==> src/hdl/llgr_ram.sv <==
// Generic single-port-write, single-port-read RAM with registered read data.
// Depends on nothing; instantiated by linked_list_group_reverser.
module llgr_ram #(
  parameter int unsigned Width = 8,
  parameter int unsigned Depth = 64,
  localparam int unsigned AddrW = (Depth > 1) ? $clog2(Depth) : 1
) (
  input  logic             clk_i,
  input  logic             we_i,
  input  logic [AddrW-1:0] waddr_i,
  input  logic [Width-1:0] wdata_i,
  input  logic [AddrW-1:0] raddr_i,
  output logic [Width-1:0] rdata_o
);

  logic [Width-1:0] mem_q [Depth];

  // write port
  always_ff @(posedge clk_i) begin
    if (we_i) begin
      mem_q[waddr_i] <= wdata_i;
    end
  end

  // registered read port
  always_ff @(posedge clk_i) begin
    rdata_o <= mem_q[raddr_i];
  end

endmodule

==> config.mk <==
export PLATFORM = sky130hd
export DESIGN_NAME = llgr_ram
export DESIGN_NICKNAME = d
export VERILOG_FILES = /design/src/hdl/llgr_ram.sv
export SDC_FILE = /design/constraint.sdc
export NUM_CORES = 1
export LEC_CHECK = 0
export ABC_AREA = 1
export BUFFER_PORTS_ARGS = -buffer_cell sky130_fd_sc_hd__buf_4
export CAP_MARGIN = 20
export CORE_MARGIN = 2
export CORE_UTILIZATION = 67
export DETAILED_ROUTE_END_ITERATION = 8
export GPL_TIMING_DRIVEN = 0
export PLACE_DENSITY = 0.84
export SYNTH_ARGS = -nofsm -noshare
export SYNTH_HDL_FRONTEND = slang
export SYNTH_SLANG_ARGS = --single-unit
==> constraint.sdc <==
create_clock -name clk_i -period 3.45 [get_ports clk_i]
set_input_delay 0.1725 -clock clk_i [delete_from_list [all_inputs] [get_ports clk_i]]
set_output_delay 0.1725 -clock clk_i [all_outputs]
set_load 0.01 [all_outputs]
==> results of run 1 <==
-- report_power, final --
| part | switching (mW) | internal [mW] |
|---|---|---|
| Sequential | 0.0142 | 6.99 |
| Clock | 2.35 | 3.46 |
| Combinational | 0.704 | 0.247 |
| Total | 3.07 | 10.7 |
-- worst paths after layout --
| path | cells after the start | slack [ns] | startpoint | endpoint |
|---|---|---|---|---|
| worst min-delay path | 3 | 0.13 | raddr_i[5] | rdata_o[3] |
| worst max register to register | 8 | 1.92 | mem_q[3][2] | rdata_o[2] |
| worst min register to register | 8 | 0.88 | mem_q[41][3] | rdata_o[3] |
| worst max-delay path | 4 | 1.33 | waddr_i[0] | mem_q[28][2] |
-- flip-flops by register name (all words and copies together) (netlist names) --
signal / count
rdata_o: 8
mem_q: 512
-- layout make-up --
cell class	instances	share of cell area, %
sequential	520	65.2
tap	402	2.11
inverter	12	0.210
multi-input combinational	1160	21.0
buffer	113	3.39
clock buffer	57	5.63
timing repair buffer	27	0.866
clock inverter	37	1.69
-- metrics by stage --
| step | instance area (um2) | power [mW] | instances | setup WS (ns) |
|---|---|---|---|---|
| 2_1_floorplan | 21300 | 7.64 | 1805 | 1.51 |
| 3_3_place_gp | 22000 | 8.00 | 2228 | 0.682 |
| 3_5_place_dp | 22100 | 8.04 | 2233 | 0.882 |
| 4_1_cts | 23800 | 13.7 | 2327 | 1.45 |
| 5_1_grt | 23800 | 14.0 | 2328 | 1.36 |
| 6_report | 23800 | 13.8 | 2328 | 1.33 |
-- worst min-delay path, cell delays in order --
cell and delay, ns:
clkbuf_1 0.21, nand3_1 0.17, nand2_1 0.09
-- cell usage in the layout, fill, tap and decap left out, drive strengths merged, types with 8 or more instances in the layout --
cell type	instances
buf	125
bufinv	9
clkbuf	72
clkinv	25
dfxtp	8
edfxtp	512
inv	14
nand2	648
nand3	439
nand4	9
nor2	56
nor4	8
-- logic make-up after synthesis --
kind of cell | after synthesis | synth area share (%)
and+or+nand+nor | 1160 | 23.2
buffers and inverters | 125 | 4.02
DFF | 520 | 72.8
-- per-layer routing --
metal | up-vias | GRT usage, %
li1 | 6509 | -
met1 | 7201 | 50.4
met2 | 1415 | 55.8
met3 | 269 | 9.68
met4 | 0 | 16.5
met5 | - | 0
==> impl_results.md, run 1 <==
* Critical Path Max Stage Delay at 1.04 ns
* DRC at 0
* CTS max path bufs at 3
* Delay-heaviest family, CP: simple AND/OR/NAND/NOR gates
* Top-area cell type share of the netlist area at 72.0%
* Top Metal Used: met4
* First drt pass iteration count at 6
* Leak pwr at 8.71 nW
* Starting Density at 67.8%
* Initial DRC Count at 2697
* Final hold vios at 0
* Row count at 65
* Mean Syn Cell Area at 11.8 um2
* Final ANT Viol Nets at 0
* Status: finished clean
* Area Growth Syn to Fin at 11.7%
* WP data arrival at 2.30 ns
* Register area at 15500 um2
* CP Max Fanout at 9
* Ports at 30
* Total CTS buffers at 50
* Relative slew slack at 26.3%
* Setup CP Type: in -> reg
* Buffers on Ports at 21
* Final GP Congestion at 0.978
* RSZ-0062 raised after global routing: false
* Flops & latches, synth at 520
* Antenna violations before repair at 0
* Hold_buf cts at 0
* Gr usage total at 36.6%
* Area leader, netlist: edfxtp_1
* Met2 wire length at 27.1 mm
* WL/cell at 25.8 um
* Hpwl dp at 38.0 mm
* Crit path cell chain: clkbuf_1 > inv_1 > nand4_1 > nor2_1
* Startpoint class of the critical path: input port
* Final nets at 1906
* Vert. Die Dim at 182 um
* Worst clock skew at 0.0247 ns
* TNS Setup at 0 ns
* Leading post-synthesis cells by cell area: edfxtp_1 72%, nand2_1 11%, nand3_1 10%, buf_6 1.8%, nor2_1 0.99%
* Worst hold path class: in -> reg
* Worst hold slack at 0.126 ns
* Fraction of registers with async set/reset at 0%
* # fillers at 1834
* WP data required at 3.63 ns
* Fin. max-slew vios at 0
* Clock sinks at 520
* Number of synthesized flops with an enable pin at 512
* Clock latency on the worst-skew pair at 0.57 ns
* Routed WL at 60.1 mm
* Main synth FF type: edfxtp_1
* Fin crit share at 61.4%
* Largest net degree at the start of global routing at 65
* Vias at 15400
* Area of the multi-input gates at 5000 um2
* Power Dens Cells at 577 nW/um2
* Critical path endpoint category: flop
* Post-Route M1 WL at 20.9 mm
* Min cycle time layout at 2.12 ns
* Grt total ovfl at 0
* Slowest cell on crit path: nor2_1
* Setup repair bufs after CTS at 0
* Reg clk slew, reported paths at 0.07 ns
* Die area at 33300 um2
* DR vias/cell at 6.61
* Max_cap viols at 0
* Max Clk Rate at 472 MHz
* Crit path buffers/inverters at 2
* Layout cells sized above 1 at 10.4%
* Yosys warning count at 0
* Most frequent cell after synthesis: nand2_1
* Vias in the first global route at 14800
* Post-synth top cells: 648 x nand2_1, 512 x edfxtp_1, 439 x nand3_1
* Maximum vdd drop at 418 uV
* Synth cell types at 16
* Core footprint at 31500 um2
* Post-Synthesis Cells at 1805
* Post-CTS resize count at 0
* Core Util, Final at 75.8%
* Die Span X at 182 um
* First-pass GRT wire length at 88.7 mm
* Diodes inserted at 0
* Htree depth at 2
* Slew @ Worst Pin at 1.10 ns
* Root Buffer: clkbuf_16
* CTS tree: built
* Mapped Area at 21300 um2
* Net count after synthesis at 1827
* Sequential element share of the synthesized area at 72.8%
* Finish-stage setup viols at 0
* Met3 WL at 8.93 mm
No activity file was read; power rests on OpenSTA's default activity.
==> inputs of run 2 (changes only) <==
ABC_AREA = 0   (was 1)
CORE_UTILIZATION = 62   (was 67)
PLACE_DENSITY = 0.79   (was 0.84)
clock period = 2 ns   (was 3.45 ns; I/O delays follow)
==> run 2 against run 1 <==
Effect of this change: the flow now finishes with violations (setup timing); global-route usage decreased by 8.3 points; first-iteration DRC count decreased by 38%; power increased by 61%; sequential share of layout area increased by 3.9 points; cell count decreased by 36%; final area decreased by 5.7%; sequential cell count unchanged; non-clock buffer count decreased by 66; worst hold slack got worse by 0.028 ns; worst setup slack got worse by 1.4 ns.
==> impl_results.md, run 2 <==
* Setup repair bufs after CTS at 0
* Final hold vios at 0
* Status: finished with violations
* Pint at 17.5 mW
* Max Clk Rate at 478 MHz
* Htree depth at 2
* Yosys warning count at 0
* Maximum vdd drop at 688 uV
* Leading post-synthesis cells by cell area: edfxtp_1 76%, mux4_2 14%, nor2_1 1.5%, mux2i_1 1.1%, dfxtp_1 0.79%
* Fin crit share at 105%
* Net count after synthesis at 962
* Layout cells sized above 1 at 26.1%
* Vias in the first global route at 10100
* Max_cap viols at 0
* Clock sinks at 520
* Worst clock skew at 0.0183 ns
* Register area at 15500 um2
* Die Span X at 184 um
* WP data required at 2.40 ns
* Non-Filler Instances at 1491
* Final ANT Viol Nets at 0
* Ports at 30
* Clock latency on the worst-skew pair at 0.56 ns
* Vias at 10200
* Die area at 34000 um2
* Largest net degree at the start of global routing at 65
* Number of synthesized flops with an enable pin at 512
* Startpoint class of the critical path: input port
* Setup ws final at -0.0903 ns
* M2 GR Usage at 43.9%
* Final instance area at 22500 um2
* Core footprint at 32300 um2
* Post-synth top cells: 512 x edfxtp_1, 126 x mux4_2, 83 x nor2_1
* Area Growth Syn to Fin at 11.5%
* Max reg flops at 512
* Final GP Congestion at 1.02
* DR vias/cell at 6.84
* First-pass GRT wire length at 67.6 mm
* Failing checks: setup timing
* Routed WL at 46.7 mm
* Mapped Area at 20200 um2
* Cell Area, Placed at 20900 um2
* Antenna violations before repair at 0
* First drt pass iteration count at 5
* Met1 Track Usage GR at 40.2%
* Logic pwr share at 5.6%
* Initial DRC Count at 1677
* Fin. max-slew vios at 0
* Hpwl dp at 28.3 mm
* CTS max path bufs at 3
* Top-area cell type share of the netlist area at 76.2%
* Setup slack, reg-to-reg at 0.01 ns
* Finish-stage setup viols at 1
* Top flop regs: mem_q: 512 flops, rdata_o: 8 flops
* CTS tree: built
* Mean Syn Cell Area at 21.5 um2
* Synth cell types at 40
* Most frequent cells in the layout: 512 x edfxtp_1, 126 x mux4_2, 83 x nor2_1, 49 x clkbuf_16, 37 x buf_4
* Largest Register: mem_q
* Post-Synthesis Cells at 940
* WL/cell at 31.3 um
* Busiest grt layer: met2
* Critical path endpoint category: flop
* Fraction of registers with async set/reset at 0%
* Vert. Die Dim at 184 um
* Met3 Use GR at 6.46%
* Area of the multi-input gates at 4380 um2
* Main synth FF type: edfxtp_1
* Row count at 66
* Setup CP Type: in -> reg
* CP Max Fanout at 10
* Gr usage total at 28.3%
* WP data arrival at 2.49 ns
* # fillers at 1891
* Setup Slack @ Placement at -0.819 ns
* Min cycle time layout at 2.09 ns
* Dpl cells at 1405
* NetSw at 4.66 mW
* Slew @ Worst Pin at 0.971 ns
* Worst hold slack at 0.0986 ns
* Total CTS buffers at 49
* Worst hold path class: in -> reg
* Most frequent cell after synthesis: edfxtp_1
* Final nets at 1036
* DRC at 0
* RSZ-0062 raised after global routing: true
* Buffers on Ports at 21
* Leak pwr at 7.00 nW
* Starting Density at 62.5%
* Area leader, netlist: edfxtp_1
* Sequential share of power at 54.5%
* Grt total ovfl at 0
* Core Util, Final at 69.6%
* Root Buffer: clkbuf_16
* Relative slew slack at 35.0%
* Power Dens Cells at 986 nW/um2
* Sequential element share of the synthesized area at 77.0%
* Commonest non-fill, non-tap cell in the layout: edfxtp_1
* Switching Share at 21.0%
* Flops & latches, synth at 520
* Clock power frac at 39.9%
* Reg clk slew, reported paths at 0.06 ns
* Diodes inserted at 0
## run 2: kinds of logic after synthesis
family | Yosys count | synth area share (%)
DFF | 520 | 77.0
muxes | 162 | 15.9
and+or+nand+nor | 153 | 3.39
AOI/OAI and AO/OA | 54 | 2.07
buffers and inverters | 51 | 1.57
## run 2: per-layer routing
layer | vias to the layer above | part of all wire, % | routed length (um)
met5 | - | 0 | 0
met4 | 0 | 3.7 | 1730
li1 | 4068 | - | -
met2 | 808 | 47 | 22000
met1 | 5196 | 37 | 17100
met3 | 128 | 13 | 5860
## run 2: area by class of cell
class | instances | area share (%)
clock buffer | 61 | 5.79
timing repair buffer | 24 | 0.812
sequential | 520 | 69.1
tap | 442 | 2.46
clock inverter | 25 | 0.907
multi-input combinational | 369 | 19.5
buffer | 50 | 1.46
## run 2: worst max-delay path, cell delays in order
cell,delay (ns)
buf_4,0.16
buf_2,0.28
clkdlybuf4s18_2,0.51
nand2_1,0.33
o221ai_1,0.16
nor2_1,0.32
nor3_2,0.10
o32ai_1,0.52
## run 2: repair_timing
action / CTS / global route
gates cloned: 0 / 0
hold buffers: 1 / 0
resized for setup: 9 / 14
endpoints found under the setup margin: 5 / 8
hold endpoints to repair: 2 / 0
## run 2: worst paths after layout
path,start,endpoint,depth (start not counted)
min,wdata_i[3],mem_q[50][3],1
max,raddr_i[1],rdata_o[6],8
max reg2reg,mem_q[29][6],rdata_o[6],5
min reg2reg,mem_q[6][7],rdata_o[7],4
## run 2: stage by stage
stage	TNS, ns	total power, mW
floorplan	0	13.0
detailed placement	-73.82	13.5
global route	-0.0215	22.6
finish	-0.0903	22.2
CTS	0	22.2
global placement	-50.27	13.5
## run 2: power by group through the flow
stage | Clock (mW) | Sequential [mW] | Combinational [mW]
2_1_floorplan | 0 | 12.3 | 0.643
3_3_place_gp | 0 | 12.3 | 1.16
3_5_place_dp | 0 | 12.3 | 1.18
4_1_cts | 8.88 | 12.1 | 1.20
5_1_grt | 9.26 | 12.1 | 1.28
6_report | 8.84 | 12.1 | 1.24
